[src/hw/rtl/assert_macros.svh]
// assertion macros shared by the rtl files
// no dependencies; the bodies are empty when SYNTH is defined
`ifndef ASSERT_MACROS_SVH
`define ASSERT_MACROS_SVH

`ifndef SYNTH
// same-cycle implication, checked outside reset
`define ASSERT_IMP(label, clk, rst_n, ante, cons) \
  label: assert property (@(posedge clk) disable iff (!rst_n) (ante) |-> (cons)) \
    else $error("implication check failed");
// next-cycle implication, checked outside reset
`define ASSERT_NEXT(label, clk, rst_n, ante, cons) \
  label: assert property (@(posedge clk) disable iff (!rst_n) (ante) |=> (cons)) \
    else $error("next-cycle check failed");
`else
`define ASSERT_IMP(label, clk, rst_n, ante, cons)
`define ASSERT_NEXT(label, clk, rst_n, ante, cons)
`endif

`endif

[src/hw/rtl/dcf_pkg.sv]
// types, constants and helpers for the dcf77 pulse width decoder
// no dependencies
`timescale 1ns / 1ps
`default_nettype none

package dcf_pkg;

  localparam int unsigned TIME_W  = 32;
  localparam int unsigned WORD_W  = 64;
  localparam int unsigned TICK_W  = 12;
  localparam int unsigned CIDX_W  = 4;

  // configuration register indexes
  typedef enum logic [CIDX_W-1:0] {
    REG_SECOND_GAP_MIN = 4'd0,
    REG_SECOND_GAP_MAX = 4'd1,
    REG_MARKER_GAP_MIN = 4'd2,
    REG_MARKER_GAP_MAX = 4'd3,
    REG_ZERO_PULSE_MIN = 4'd4,
    REG_ZERO_PULSE_MAX = 4'd5,
    REG_ONE_PULSE_MIN  = 4'd6,
    REG_ONE_PULSE_MAX  = 4'd7
  } cfg_reg_t;

  // reset values of the window bounds
  localparam logic [TICK_W-1:0] RST_SECOND_GAP_MIN = 12'd179;
  localparam logic [TICK_W-1:0] RST_SECOND_GAP_MAX = 12'd256;
  localparam logic [TICK_W-1:0] RST_MARKER_GAP_MIN = 12'd435;
  localparam logic [TICK_W-1:0] RST_MARKER_GAP_MAX = 12'd512;
  localparam logic [TICK_W-1:0] RST_ZERO_PULSE_MIN = 12'd10;
  localparam logic [TICK_W-1:0] RST_ZERO_PULSE_MAX = 12'd33;
  localparam logic [TICK_W-1:0] RST_ONE_PULSE_MIN  = 12'd44;
  localparam logic [TICK_W-1:0] RST_ONE_PULSE_MAX  = 12'd59;

  // all window bounds as one bundle
  typedef struct packed {
    logic [TICK_W-1:0] second_gap_min;
    logic [TICK_W-1:0] second_gap_max;
    logic [TICK_W-1:0] marker_gap_min;
    logic [TICK_W-1:0] marker_gap_max;
    logic [TICK_W-1:0] zero_pulse_min;
    logic [TICK_W-1:0] zero_pulse_max;
    logic [TICK_W-1:0] one_pulse_min;
    logic [TICK_W-1:0] one_pulse_max;
  } cfg_t;

  // decode result for one edge
  typedef struct packed {
    logic              emit;
    logic [WORD_W-1:0] next_shift;
  } dec_t;

  // inclusive window test of a 32-bit width against 12-bit bounds
  function automatic logic in_window(input logic [TIME_W-1:0] width,
                                     input logic [TICK_W-1:0] lo,
                                     input logic [TICK_W-1:0] hi);
    logic [TIME_W-1:0] lo_ext;
    logic [TIME_W-1:0] hi_ext;
    lo_ext = {{(TIME_W-TICK_W){1'b0}}, lo};
    hi_ext = {{(TIME_W-TICK_W){1'b0}}, hi};
    return (width >= lo_ext) && (width <= hi_ext);
  endfunction

endpackage

`default_nettype wire

[src/hw/rtl/dcf_cfg_regs.sv]
// window bound registers written through the configuration channel
// depends on dcf_pkg
`timescale 1ns / 1ps
`default_nettype none

module dcf_cfg_regs (
  input  wire logic                       clk,
  input  wire logic                       rst_n,
  input  wire logic                       wr_en,
  input  wire logic [dcf_pkg::CIDX_W-1:0] wr_index,
  input  wire logic [dcf_pkg::TICK_W-1:0] wr_data,
  output dcf_pkg::cfg_t                   cfg
);

  dcf_pkg::cfg_t cfg_r;
  dcf_pkg::cfg_t cfg_nxt;

  // register decode; indexes past the list are dropped
  always_comb begin
    cfg_nxt = cfg_r;
    if (wr_en) begin
      unique case (dcf_pkg::cfg_reg_t'(wr_index))
        dcf_pkg::REG_SECOND_GAP_MIN: cfg_nxt.second_gap_min = wr_data;
        dcf_pkg::REG_SECOND_GAP_MAX: cfg_nxt.second_gap_max = wr_data;
        dcf_pkg::REG_MARKER_GAP_MIN: cfg_nxt.marker_gap_min = wr_data;
        dcf_pkg::REG_MARKER_GAP_MAX: cfg_nxt.marker_gap_max = wr_data;
        dcf_pkg::REG_ZERO_PULSE_MIN: cfg_nxt.zero_pulse_min = wr_data;
        dcf_pkg::REG_ZERO_PULSE_MAX: cfg_nxt.zero_pulse_max = wr_data;
        dcf_pkg::REG_ONE_PULSE_MIN:  cfg_nxt.one_pulse_min  = wr_data;
        dcf_pkg::REG_ONE_PULSE_MAX:  cfg_nxt.one_pulse_max  = wr_data;
        default:                     cfg_nxt = cfg_r;
      endcase
    end
  end

  // bounds come out of reset at the nominal windows
  always_ff @(posedge clk) begin
    if (!rst_n) begin
      cfg_r.second_gap_min <= dcf_pkg::RST_SECOND_GAP_MIN;
      cfg_r.second_gap_max <= dcf_pkg::RST_SECOND_GAP_MAX;
      cfg_r.marker_gap_min <= dcf_pkg::RST_MARKER_GAP_MIN;
      cfg_r.marker_gap_max <= dcf_pkg::RST_MARKER_GAP_MAX;
      cfg_r.zero_pulse_min <= dcf_pkg::RST_ZERO_PULSE_MIN;
      cfg_r.zero_pulse_max <= dcf_pkg::RST_ZERO_PULSE_MAX;
      cfg_r.one_pulse_min  <= dcf_pkg::RST_ONE_PULSE_MIN;
      cfg_r.one_pulse_max  <= dcf_pkg::RST_ONE_PULSE_MAX;
    end else begin
      cfg_r <= cfg_nxt;
    end
  end

  assign cfg = cfg_r;

endmodule

`default_nettype wire

[src/hw/rtl/dcf_decode.sv]
// edge decode: width between edges, bit shift-in and minute marker detect
// depends on dcf_pkg
`timescale 1ns / 1ps
`default_nettype none

module dcf_decode (
  input  wire logic                       edge_level,
  input  wire logic [dcf_pkg::TIME_W-1:0] edge_time,
  input  wire logic [dcf_pkg::TIME_W-1:0] last_time,
  input  wire logic [dcf_pkg::WORD_W-1:0] shift,
  input  wire dcf_pkg::cfg_t              cfg,
  output dcf_pkg::dec_t                   dec
);

  logic [dcf_pkg::TIME_W-1:0] width;
  logic [dcf_pkg::WORD_W-1:0] base;
  logic                       is_second;
  logic                       is_marker;
  logic                       is_zero;
  logic                       is_one;

  // width wraps modulo 2^32
  assign width = edge_time - last_time;

  assign is_second = dcf_pkg::in_window(width, cfg.second_gap_min, cfg.second_gap_max);
  assign is_marker = dcf_pkg::in_window(width, cfg.marker_gap_min, cfg.marker_gap_max);
  assign is_zero   = dcf_pkg::in_window(width, cfg.zero_pulse_min, cfg.zero_pulse_max);
  assign is_one    = dcf_pkg::in_window(width, cfg.one_pulse_min, cfg.one_pulse_max);

  // full register restarts, empty register opens with the sentinel
  always_comb begin
    base = shift[dcf_pkg::WORD_W-1] ? '0 : shift;
    if (base == '0) begin
      base = {{(dcf_pkg::WORD_W-1){1'b0}}, 1'b1};
    end
  end

  // next minute register and result flag
  always_comb begin
    dec.emit       = 1'b0;
    dec.next_shift = '0;
    if (edge_level) begin
      if (is_second) begin
        dec.next_shift = shift;
      end else if (is_marker) begin
        dec.emit = 1'b1;
      end
    end else begin
      if (is_zero) begin
        dec.next_shift = {base[dcf_pkg::WORD_W-2:0], 1'b0};
      end else if (is_one) begin
        dec.next_shift = {base[dcf_pkg::WORD_W-2:0], 1'b1};
      end
    end
  end

endmodule

`default_nettype wire

[src/hw/rtl/dcf77_pulse_width_decoder.sv]
// dcf77 pulse width decoder: one edge word in, minute word out on a marker gap
// decode reads the input register; minute words are held in the output register
// throughput: one edge word per cycle; the input register holds only while
// its word has a result and the output register holds one unread
// reset: synchronous active-low; clears state, loads the nominal window bounds
// depends on dcf_pkg, dcf_cfg_regs, dcf_decode and assert_macros.svh
`timescale 1ns / 1ps
`default_nettype none

`include "assert_macros.svh"

module dcf77_pulse_width_decoder (
  input  wire logic                       clk,
  input  wire logic                       rst_n,
  // edge words
  input  wire logic                       in_valid,
  output      logic                       in_ready,
  input  wire logic                       in_edge_level,
  input  wire logic [dcf_pkg::TIME_W-1:0] in_edge_time,
  // minute words
  output      logic                       out_valid,
  input  wire logic                       out_ready,
  output      logic [dcf_pkg::WORD_W-1:0] out_minute_word,
  output      logic [dcf_pkg::TIME_W-1:0] out_marker_time,
  // configuration writes
  input  wire logic                       cfg_valid,
  output      logic                       cfg_ready,
  input  wire logic [dcf_pkg::CIDX_W-1:0] cfg_index,
  input  wire logic [dcf_pkg::TICK_W-1:0] cfg_data
);

  dcf_pkg::cfg_t cfg;
  dcf_pkg::dec_t dec;

  logic                       s1_valid_r;
  logic                       s1_valid_nxt;
  logic                       s1_level_r;
  logic [dcf_pkg::TIME_W-1:0] s1_time_r;
  logic [dcf_pkg::TIME_W-1:0] last_time_r;
  logic [dcf_pkg::WORD_W-1:0] shift_r;
  logic                       out_valid_r;
  logic                       out_valid_nxt;
  logic [dcf_pkg::WORD_W-1:0] out_word_r;
  logic [dcf_pkg::TIME_W-1:0] out_time_r;
  logic                       in_take;
  logic                       s1_advance;

  // configuration registers
  assign cfg_ready = 1'b1;

  dcf_cfg_regs u_cfg (
    .clk      (clk),
    .rst_n    (rst_n),
    .wr_en    (cfg_valid && cfg_ready),
    .wr_index (cfg_index),
    .wr_data  (cfg_data),
    .cfg      (cfg)
  );

  // decode of the word in the input register
  dcf_decode u_dec (
    .edge_level (s1_level_r),
    .edge_time  (s1_time_r),
    .last_time  (last_time_r),
    .shift      (shift_r),
    .cfg        (cfg),
    .dec        (dec)
  );

  // stage advances unless it has a result and the output is still full
  assign s1_advance = s1_valid_r && (!dec.emit || !out_valid_r || out_ready);
  assign in_ready   = !s1_valid_r || s1_advance;
  assign in_take    = in_valid && in_ready;

  always_comb begin
    s1_valid_nxt = in_take ? 1'b1 : (s1_advance ? 1'b0 : s1_valid_r);
    out_valid_nxt = out_valid_r && !out_ready;
    if (s1_advance && dec.emit) begin
      out_valid_nxt = 1'b1;
    end
  end

  // control and state registers
  always_ff @(posedge clk) begin
    if (!rst_n) begin
      s1_valid_r  <= 1'b0;
      out_valid_r <= 1'b0;
      last_time_r <= '0;
      shift_r     <= '0;
    end else begin
      s1_valid_r  <= s1_valid_nxt;
      out_valid_r <= out_valid_nxt;
      if (s1_advance) begin
        last_time_r <= s1_time_r;
        shift_r     <= dec.next_shift;
      end
    end
  end

  // payload registers
  always_ff @(posedge clk) begin
    if (in_take) begin
      s1_level_r <= in_edge_level;
      s1_time_r  <= in_edge_time;
    end
    if (s1_advance && dec.emit) begin
      out_word_r <= shift_r;
      out_time_r <= s1_time_r;
    end
  end

  assign out_valid       = out_valid_r;
  assign out_minute_word = out_word_r;
  assign out_marker_time = out_time_r;

  // checks
  `ASSERT_NEXT(a_emit_shows, clk, rst_n, s1_advance && dec.emit, out_valid_r)
  `ASSERT_IMP(a_stall_cause, clk, rst_n, s1_valid_r && !in_ready, dec.emit && out_valid_r && !out_ready)
  `ASSERT_NEXT(a_last_time, clk, rst_n, s1_advance, last_time_r == $past(s1_time_r))

endmodule

`default_nettype wire

[config.mk]
export PLATFORM = sky130hd
export DESIGN_NAME = dcf77_pulse_width_decoder
export DESIGN_NICKNAME = d
export VERILOG_FILES = /design/src/hw/rtl/dcf_pkg.sv /design/src/hw/rtl/dcf_cfg_regs.sv /design/src/hw/rtl/dcf_decode.sv /design/src/hw/rtl/dcf77_pulse_width_decoder.sv
export VERILOG_INCLUDE_DIRS = /design/src /design/src/hw/rtl
export SDC_FILE = /design/constraint.sdc
export NUM_CORES = 1
export LEC_CHECK = 0
export BUFFER_PORTS_ARGS = -buffer_cell sky130_fd_sc_hd__buf_2
export CAP_MARGIN = 20
export CORE_MARGIN = 5
export CORE_UTILIZATION = 50
export CTS_CLUSTER_DIAMETER = 40
export DETAILED_ROUTE_END_ITERATION = 12
export PLACE_DENSITY = 0.69
export SLEW_MARGIN = 20
export SYNTH_ARGS = -nofsm -noshare
export SYNTH_HDL_FRONTEND = slang
export SYNTH_SLANG_ARGS = --single-unit
[constraint.sdc]
create_clock -name clk -period 12.7 [get_ports clk]
set_input_delay 3.81 -clock clk [delete_from_list [all_inputs] [get_ports clk]]
set_output_delay 3.81 -clock clk [all_outputs]
set_load 0.03 [all_outputs]
==> results of run 1 <==
-- layer usage --
layer  GRT usage  up-vias  part of all wire
met2       0.335      286              0.47
met4      0.0657        0             0.029
met1       0.273     5484              0.46
li1            -     5681                 -
met3      0.0392       66             0.048
met5           0        -                 0
-- path summary, 6_finish.rpt --
| path | start | endpoint | slack [ns] |
|---|---|---|---|
| worst min register to register | last_time_r[2] | last_time_r[2] | 0.45 |
| worst min-delay path | last_time_r[2] | last_time_r[2] | 0.45 |
| worst max-delay path | s1_time_r[0] | in_ready | 3.54 |
| worst max register to register | s1_time_r[0] | out_minute_word[7] | 6.20 |
-- sequential cells by signal, indices dropped and copies added (netlist names) --
register,count
out_minute_word,64
s1_time_r,32
s1_valid_r,1
last_time_r,32
out_marker_time,32
u_cfg.cfg,96
shift_r,64
s1_level_r,1
out_valid,1
-- synth_stat cells (all sizes together) (7+ instances only) --
master   instances
nand2b          14
nor2            25
nand2          219
nand4           34
a21oi           61
dfxtp          194
o21ai           35
a31oi            7
o21a            18
nor4            22
a22o            62
nor3            11
ha             127
xor2             9
buf             33
a2111oi          7
inv            140
a21boi          45
clkbuf          45
a211oi           7
nor2b           43
mux2i           66
a21o            24
edfxtp         129
nand3           17
o211ai          30
-- worst register-to-register path, cell delays in order (launching register included) --
cell,delay [ns]
edfxtp_1,0.37
inv_1,0.06
ha_1,0.21
fa_1,0.40
nand2b_1,0.18
a21o_1,0.24
and2_1,0.19
o21ai_0,0.20
xor2_1,0.75
ha_1,0.39
nand4_1,0.10
nor2_1,0.06
a2111oi_0,0.44
o211ai_1,0.17
nor2b_1,0.46
nand3_1,0.26
nor2_4,0.79
buf_4,0.77
-- power groups by stage --
stage	sequential, µW	clock (µW)	combinational [µW]
3_3_place_gp	1130	0	439
6_report	1110	1280	456
5_1_grt	1110	1360	516
3_5_place_dp	1130	0	452
4_1_cts	1110	1300	454
2_1_floorplan	1130	0	327
-- metrics by stage --
step / cell area [µm²] / cells
3_5_place_dp: 16600 / 1992
3_3_place_gp: 16600 / 1991
4_1_cts: 18200 / 2074
6_report: 18200 / 2077
5_1_grt: 18200 / 2076
2_1_floorplan: 15700 / 1509
-- area by class of cell --
class,count,area (µm²),area share
Sequential cell,323,7760,0.425
Multi-Input combinational cell,968,6980,0.382
Clock buffer,53,1210,0.0661
Timing Repair Buffer,166,897,0.0492
Inverter,140,526,0.0288
Tap cell,396,495,0.0272
Clock inverter,29,375,0.0206
Antenna cell,2,5.00,0.000274
-- kinds of logic (layout without fill, tap and decap cells) --
family | Yosys count | in the layout
other cells | 1 | 3
simple gates | 422 | 422
buf+inv | 218 | 388
xor+xnor | 15 | 15
mux | 66 | 66
fa+ha+maj | 128 | 128
compound gates | 336 | 336
flops | 323 | 323
==> results.toml, run 1 <==
[logic_synthesis]
synth_top_family_by_area = "compound AO/OA/AOI/OAI gates"
synth-compound-area-share = 0.156
async_flop_share = 0
ys_warn_count = 0
yosys.area.top_type = "dfxtp_1"
synthAdderAreaFrac = 0.103
synth-simple-area-share = 0.132
synthFlopType = "dfxtp_1"
netlist_instances = 1509
synth_xor_area_frac = 0.00839
yosysSeqAreaShare = 0.495
muxShareOfSynthArea = 0.0422
avgSynthCellArea_um2 = 10.4
synth_area_leaders = "dfxtp_1 25%, edfxtp_1 25%, ha_1 10%, nand2_1 5.2%, mux2i_1 4.2%"
synth_edf_count = 129
synth_area_um2 = 15700
yosysTopAreaCellShare = 0.248
ys_types = 84
ys_ff_latch = 323
syn_nets = 1691

[power_and_ir_drop]
swShare = 0.267
power.internal_uw = 2090
cellPowerDensity_nw_per_um2 = 156
clkPwrFrac = 0.450
p_comb_frac = 0.160
p_seq_frac = 0.389
max-vdd-ir-drop_mv = 0.113
p_leak_uw = 0.00694
power_uw = 2850
p_sw_uw = 759

[worst_setup_path]
critPathLaunchType = "register"
crit_chain = "inv_1 -> ha_1 -> fa_1 -> nand2b_1 -> a21o_1 -> and2_1 -> o21ai_0 -> xor2_1 -> ha_1 -> nand4_1 -> nor2_1 -> a2111oi_0 -> o211ai_1 -> nor2b_1 -> and3_1 -> nand2_1 -> buf_2"
crit_slowest_cell = "xor2_1"
worstSetupPathType = "register to output port"
critical_path.max_fanout = 8
crit_arrival_ns = 5.35
crit_buf_inv = 2
endpoint_kind = "output port"
critPathTopFamily = "simple AND/OR/NAND/NOR gates"
reg2reg_depth = 17
crit_top_cell = "ha_1"
worstPathRequired_ns = 8.89
cp.depth = 17
max_stage_delay_ns = 0.75

[clocking]
cts_max_level = 2
clk_pin_slew_ns = 0.05
postCtsSetupRepairBufs = 0
cts_root_buf = "clkbuf_16"
clkLatencyLatePin_ns = 0.54
cts_tree = "done"
clk_path_buf_depth = 3
clock-sinks = 323
cts_buffers = 44
post_cts_resized = 0
ctsHoldBuffers = 0

[finish]
mostFrequentLayoutCells = "218 x nand2_1, 194 x dfxtp_1, 150 x buf_2"
fillers = 2648
drive_above_1_share = 0.163
num-nets-final = 1825
layout_commonest_cell = "nand2_1"
syn_to_final_growth_pct = 16.5
utilization = 0.593

[sta]
tightest_slew_ns = 1.07
hold_violations = 0
rsz0062_at_grt = "no"
drv_slew = 0
fmax_mhz = 109
hold-worst-slack_ns = 0.453
fin_worst_skew_ns = 0.0218
tns_ns = 0
worst_slack_ns = 3.54
slew_headroom = 0.286
finalSetupViolations = 0
fin_crit_sh = 0.721
min_period_ns = 9.16

[place]
port_buffers = 151
dpl.hpwl_um = 25800
dp_slack_ns = 4.13
gp_congestion = 0.879

[floorplanning]
core_area_um2 = 30700
ios = 153
dieArea_um2 = 35000
start_util = 0.509
rows = 64
die_w_um = 187
die_h_um = 187

[drt]
route.detailed.drc = 0
vias = 11500
routed_wl_um = 36400
wire_per_inst_um = 17.5
ant_nets = 0
drtIter0Drc = 672
avgViaCountPerCell = 5.55
firstDrtPassIters = 5

[global_route]
overflow = 0
grt_max_degree = 102
gr-usage-all-layers = 0.204
grt_pass1_vias = 11500
antenna_found_initial = 1
grt_first_pass_wirelength_um = 59700

[hold_path]
min_path_cells = 2
min_path_type = "register to register"

[run]
maxCapViolCount = 0

[run_status]
status = "complete, no violations"
No activity file was read; power rests on OpenSTA's default activity.
==> run 2: changes to the inputs <==
--- a/config.mk
+++ b/config.mk
@@ -6,13 +6,14 @@
 export SDC_FILE = /design/constraint.sdc
 export NUM_CORES = 1
 export LEC_CHECK = 0
+export ABC_AREA = 1
 export BUFFER_PORTS_ARGS = -buffer_cell sky130_fd_sc_hd__buf_2
 export CAP_MARGIN = 20
 export CORE_MARGIN = 5
 export CORE_UTILIZATION = 50
 export CTS_CLUSTER_DIAMETER = 40
 export DETAILED_ROUTE_END_ITERATION = 12
-export PLACE_DENSITY = 0.69
+export PLACE_DENSITY = 0.72
 export SLEW_MARGIN = 20
 export SYNTH_ARGS = -nofsm -noshare
 export SYNTH_HDL_FRONTEND = slang
==> constraint.sdc (replaced) <==
create_clock -name clk -period 7.6 [get_ports clk]
set_input_delay 2.28 -clock clk [delete_from_list [all_inputs] [get_ports clk]]
set_output_delay 2.28 -clock clk [all_outputs]
set_load 0.03 [all_outputs]
==> results.toml, run 2 <==
[logic_synthesis]
synth_common_cells = "528 x nand2_1, 362 x inv_1, 250 x nor2_1"
ys_warn_count = 0
ys_ff_latch = 323
yosysTopAreaCellShare = 0.232
yosysSeqAreaShare = 0.464
syn_nets = 2338
async_flop_share = 0
yosysMostFrequentCell = "nand2_1"
synth_area_leaders = "dfxtp_1 23%, edfxtp_1 23%, nand2_1 12%, ha_1 9.5%, inv_1 8.1%"
netlist_instances = 2156
synth_area_um2 = 16700
ys_types = 38
yosys.area.top_type = "dfxtp_1"
synth_edf_count = 129
synthFlopType = "dfxtp_1"
avgSynthCellArea_um2 = 7.76

[floorplanning]
dieArea_um2 = 37200
rows = 67
die_w_um = 193
core_area_um2 = 33300
ios = 153
start_util = 0.503
die_h_um = 193

[sta]
slew_headroom = 0.310
tns_ns = 0
hold-worst-slack_ns = 0.433
fmax_mhz = 153
fin_worst_skew_ns = 0.0181
drv_slew = 0
hold_violations = 0
tightest_slew_ns = 1.03
min_period_ns = 6.55
fin_crit_sh = 0.862
finalSetupViolations = 0
rsz0062_at_grt = "no"

[clocking]
clock-sinks = 323
clk_pin_slew_ns = 0.05
cts_tree = "done"
cts_max_level = 2
clk_path_buf_depth = 3
cts_root_buf = "clkbuf_16"
post_cts_resized = 0
ctsHoldBuffers = 0
cts_buffers = 47
postCtsSetupRepairBufs = 0
clkLatencyLatePin_ns = 0.55

[finish]
largest_reg_flops = 96
syn_to_final_growth_pct = 16.7
fillers = 3011
utilization = 0.586
num-nets-final = 2485
layout_commonest_cell = "nand2_1"
drive_above_1_share = 0.124
mostFrequentLayoutCells = "527 x nand2_1, 361 x inv_1, 249 x nor2_1"

[drt]
route.detailed.drc = 0
ant_nets = 0
drtIter0Drc = 805
avgViaCountPerCell = 4.99
wire_per_inst_um = 14.8
routed_wl_um = 41400
vias = 13900
firstDrtPassIters = 5

[power_and_ir_drop]
power_uw = 5040
max-vdd-ir-drop_mv = 0.195
p_leak_uw = 0.00905
cellPowerDensity_nw_per_um2 = 258

[global_route]
grt_pass1_vias = 13200
gr-usage-all-layers = 0.224
grt_max_degree = 112
antenna_found_initial = 2
overflow = 0
grt_first_pass_wirelength_um = 67300

[run]
maxCapViolCount = 0

[worst_setup_path]
worstPathRequired_ns = 5.32
worstSetupPathType = "register to output port"
endpoint_kind = "output port"
crit_arrival_ns = 4.27
critical_path.max_fanout = 8
critPathLaunchType = "register"

[place]
port_buffers = 151
dpl.hpwl_um = 29400
gp_congestion = 0.921

[hold_path]
min_path_type = "register to register"

[run_status]
status = "complete, no violations"
## run 2: cell count changes after synthesis, sizes merged, moves of 45 or more
cell | before | now
nand2 | 219 | 536
a21oi | 61 | 155
nor2 | 25 | 276
o21ai | 35 | 122
a21boi | 45 | 0
nand3 | 17 | 76
mux2i | 66 | 0
inv | 140 | 365
a22o | 62 | 0
## run 2: per-stage QoR
step | cells | setup slack, ns | cell area [µm²]
CTS | 2787 | 0.984 | 19500
detailed placement | 2700 | 1.55 | 17900
global route | 2791 | 0.656 | 19500
floorplan | 2156 | 0.103 | 16700
global placement | 2700 | 1.68 | 17900
finish | 2791 | 1.05 | 19500
## run 2: final timing paths
check / start / end / slack (ns) / cells past startpoint
setup / recovery: s1_time_r[0] / in_ready / 1.05 / 19
hold / removal: shift_r[19] / out_minute_word[19] / 0.43 / 0
setup reg to reg: s1_time_r[0] / shift_r[58] / 2.63 / 22
hold reg to reg: shift_r[19] / out_minute_word[19] / 0.43 / 0
## run 2: metal layers
| layer | vias up | part of all wire | track usage |
|---|---|---|---|
| li1 | 7214 | - | - |
| met1 | 6291 | 0.45 | 0.301 |
| met2 | 348 | 0.47 | 0.376 |
| met3 | 81 | 0.058 | 0.0365 |
| met4 | 0 | 0.023 | 0.0634 |
| met5 | - | 0 | 0 |
## run 2: kinds of logic (layout without fill, tap and decap cells)
kind of cell	after synthesis	after routing	synth area share
xor+xnor	11	11	0.00576
buf+inv	436	621	0.102
simple gates	936	936	0.228
fa+ha+maj	128	128	0.0962
compound gates	321	321	0.104
flops	323	323	0.464
other cells	1	3	0.000224
## run 2: cell type report
class | count | area [µm²] | share of cell area
diodes | 2 | 5.00 | 0.000257
clock buffers | 53 | 1240 | 0.0635
repair buffers | 169 | 926 | 0.0475
flip-flops and latches | 323 | 7760 | 0.398
multi-input cells | 1397 | 7290 | 0.373
inverters | 365 | 1370 | 0.0702
well taps | 448 | 561 | 0.0287
clock inverters | 34 | 368 | 0.0189
## run 2: critical path, stage by stage, from the launching register on
cell and delay [ns]:
edfxtp_1 0.36, inv_1 0.06, ha_1 0.22, fa_1 0.43
inv_1 0.13, nand3_1 0.08, nand3_1 0.13, xor2_1 0.68
ha_1 0.37, nand4_1 0.12, nor2_1 0.06, nor3_1 0.13
nand3_1 0.11, nand2_1 0.07, nand3_1 0.06, nand2_1 0.07
inv_1 0.05, nor2_2 0.15, nand4_1 0.19, buf_2 0.26
## run 2: where the power goes
| group | switching (µW) | leakage [µW] | total (µW) | internal (µW) |
|---|---|---|---|---|
| logic | 609 | 0.00548 | 960 | 350 |
| registers | 38.0 | 0.00278 | 1900 | 1860 |
| clock network | 863 | 0.000788 | 2180 | 1320 |
==> run 3: changes to the inputs <==
--- a/config.mk
+++ b/config.mk
@@ -7,14 +7,17 @@
 export NUM_CORES = 1
 export LEC_CHECK = 0
 export ABC_AREA = 1
+export ABC_CLOCK_PERIOD_IN_PS = 7600
 export BUFFER_PORTS_ARGS = -buffer_cell sky130_fd_sc_hd__buf_2
 export CAP_MARGIN = 20
 export CORE_MARGIN = 5
 export CORE_UTILIZATION = 50
 export CTS_CLUSTER_DIAMETER = 40
 export DETAILED_ROUTE_END_ITERATION = 12
-export PLACE_DENSITY = 0.72
+export PLACE_DENSITY = 0.71
+export SETUP_SLACK_MARGIN = 0.05
 export SLEW_MARGIN = 20
 export SYNTH_ARGS = -nofsm -noshare
 export SYNTH_HDL_FRONTEND = slang
+export SYNTH_HIERARCHICAL = 1
 export SYNTH_SLANG_ARGS = --single-unit
==> results.toml, run 3 <==
[run_status]
status = "complete, no violations"

[logic_synthesis]
synth_area_leaders = "dfxtp_1 20%, edfxtp_1 20%, nand2_1 14%, ha_1 8.2%, inv_1 7.4%"
yosys.area.top_type = "dfxtp_1"
yosysTopAreaCellShare = 0.201
ys_types = 43
yosysSeqAreaShare = 0.402
synthFlopType = "dfxtp_1"
netlist_instances = 2675
yosysMostFrequentCell = "nand2_1"
ys_ff_latch = 323
avgSynthCellArea_um2 = 7.21
synth_common_cells = "719 x nand2_1, 383 x inv_1, 367 x nor2_1"
ys_warn_count = 6
syn_nets = 2857
synth_edf_count = 129
synth_area_um2 = 19300
async_flop_share = 0

[clocking]
postCtsSetupRepairBufs = 0
clock-sinks = 323
ctsHoldBuffers = 0
post_cts_resized = 0
cts_max_level = 2
clk_path_buf_depth = 3
cts_root_buf = "clkbuf_16"
clk_pin_slew_ns = 0.05
cts_tree = "done"
clkLatencyLatePin_ns = 0.58
cts_buffers = 47

[drt]
drtIter0Drc = 1283
routed_wl_um = 50200
vias = 17300
avgViaCountPerCell = 5.21
ant_nets = 0
firstDrtPassIters = 6
wire_per_inst_um = 15.1
route.detailed.drc = 0

[finish]
syn_to_final_growth_pct = 12.4
diodes = 0
drive_above_1_share = 0.111
mostFrequentLayoutCells = "718 x nand2_1, 382 x inv_1, 367 x nor2_1"
layout_commonest_cell = "nand2_1"
final_cells = 3315
num-nets-final = 2941
largest_reg_flops = 96

[sta]
fin_crit_sh = 0.932
tightest_slew_ns = 1.05
fin_worst_skew_ns = 0.0183
fmax_mhz = 141
finalSetupViolations = 0
drv_slew = 0
rsz0062_at_grt = "no"
min_period_ns = 7.08
tns_ns = 0
slew_headroom = 0.302
hold_violations = 0

[power_and_ir_drop]
max-vdd-ir-drop_mv = 0.210
clkPwrFrac = 0.432
cellPowerDensity_nw_per_um2 = 239
p_seq_frac = 0.369
power.internal_uw = 3620
p_leak_uw = 0.0103
swShare = 0.302
p_sw_uw = 1570
p_comb_frac = 0.199

[floorplanning]
die_h_um = 206
die_w_um = 206
dieArea_um2 = 42600
ios = 153
rows = 72
start_util = 0.503
core_area_um2 = 38400

[worst_setup_path]
endpoint_kind = "output port"
reg2reg_depth = 24
critical_path.max_fanout = 8
crit_arrival_ns = 4.80
r2r_start = "s1_time_r[0]"
worstPathRequired_ns = 5.32
r2r_end = "shift_r[46]"
worstSetupPathType = "register to output port"
critPathLaunchType = "register"
rrSetupSlack_ns = 1.90

[global_route]
gr-usage-all-layers = 0.233
grt_pass1_vias = 15800
antenna_found_initial = 0
overflow = 0
grt_first_pass_wirelength_um = 80900
grt_max_degree = 129

[hold_path]
whs_endpoint = "u_cfg/cfg[5]"
hp-start = "u_cfg/cfg[5]"
min_path_cells = 2
min_path_type = "register to register"

[run]
maxCapViolCount = 0

[place]
port_buffers = 151
gp_congestion = 0.911
dpl.hpwl_um = 34700
place_inst = 3228
## run 3: routing by layer
layer / track usage / part of all wire / vias to the layer above
met2: 0.391 / 0.47 / 489
met1: 0.310 / 0.44 / 7909
li1: - / - / 8767
met5: 0 / 0 / -
met3: 0.0348 / 0.059 / 96
met4: 0.0763 / 0.028 / 0
## run 3: worst max path at each step
stage | from | endpoint | slack, ns | depth (start not counted)
6_report | s1_time_r[0] | in_ready | 0.52 | 19
5_1_grt | s1_time_r[0] | in_ready | 0.13 | 19
4_1_cts | s1_time_r[0] | in_ready | 0.51 | 19
3_5_place_dp | s1_time_r[0] | in_ready | 1.13 | 19
3_3_place_gp | s1_time_r[0] | in_ready | 1.30 | 19
2_1_floorplan | s1_time_r[6] | out_marker_time[0] | 1.99 | 24
## run 3: critical path, cell delays in order, from the launching register on
cell and delay (ns):
edfxtp_1 0.38, inv_1 0.06, ha_1 0.24, fa_1 0.42
inv_1 0.12, nand3_1 0.09, nand3_1 0.16, xor2_1 0.75
ha_1 0.38, nand2_1 0.09, nor2_1 0.05, a211oi_1 0.20
nand2_1 0.09, nand2_1 0.14, nor2_1 0.06, nor2_1 0.15
nand3_1 0.08, nor2_1 0.30, nand4_1 0.22, buf_2 0.25
## run 3: logic make-up after synthesis
group	synth area share
XOR/XNOR	0.00499
other	0.000194
AO/OA/AOI/OAI	0.0494
flip-flops	0.402
buffers and inverters	0.122
AND/OR/NAND/NOR	0.338
adder cells (fa/ha/maj)	0.0834
## run 3: layout make-up
| class | instances | area [µm²] |
|---|---|---|
| fillers | 3661 | 16700 |
| multi-input cells | 1820 | 9220 |
| flip-flops and latches | 323 | 7760 |
| inverters | 397 | 1490 |
| clock buffers | 57 | 1290 |
| repair buffers | 170 | 921 |
| well taps | 518 | 648 |
| clock inverters | 30 | 353 |
## run 3: power groups by stage
stage          combinational [µW]  clock, µW  sequential, µW
3_5_place_dp                 1020          0            1950
2_1_floorplan                 748          0            1930
4_1_cts                      1020       2290            1920
6_report                     1030       2240            1920
3_3_place_gp                  977          0            1950
5_1_grt                      1170       2370            1920
## run 3: stage by stage
stage | worst slack (ns) | util | hold slack, ns | power, µW | cell area, µm²
after floorplan | 1.99 | - | 0.429 | 2680 | 19300
after global placement | 1.30 | 0.522 | 0.442 | 2930 | 20000
after detailed placement | 1.13 | 0.522 | 0.443 | 2970 | 20000
after CTS | 0.510 | 0.565 | 0.457 | 5230 | 21700
after global routing | 0.126 | 0.565 | 0.483 | 5470 | 21700
final | 0.517 | 0.565 | 0.458 | 5190 | 21700
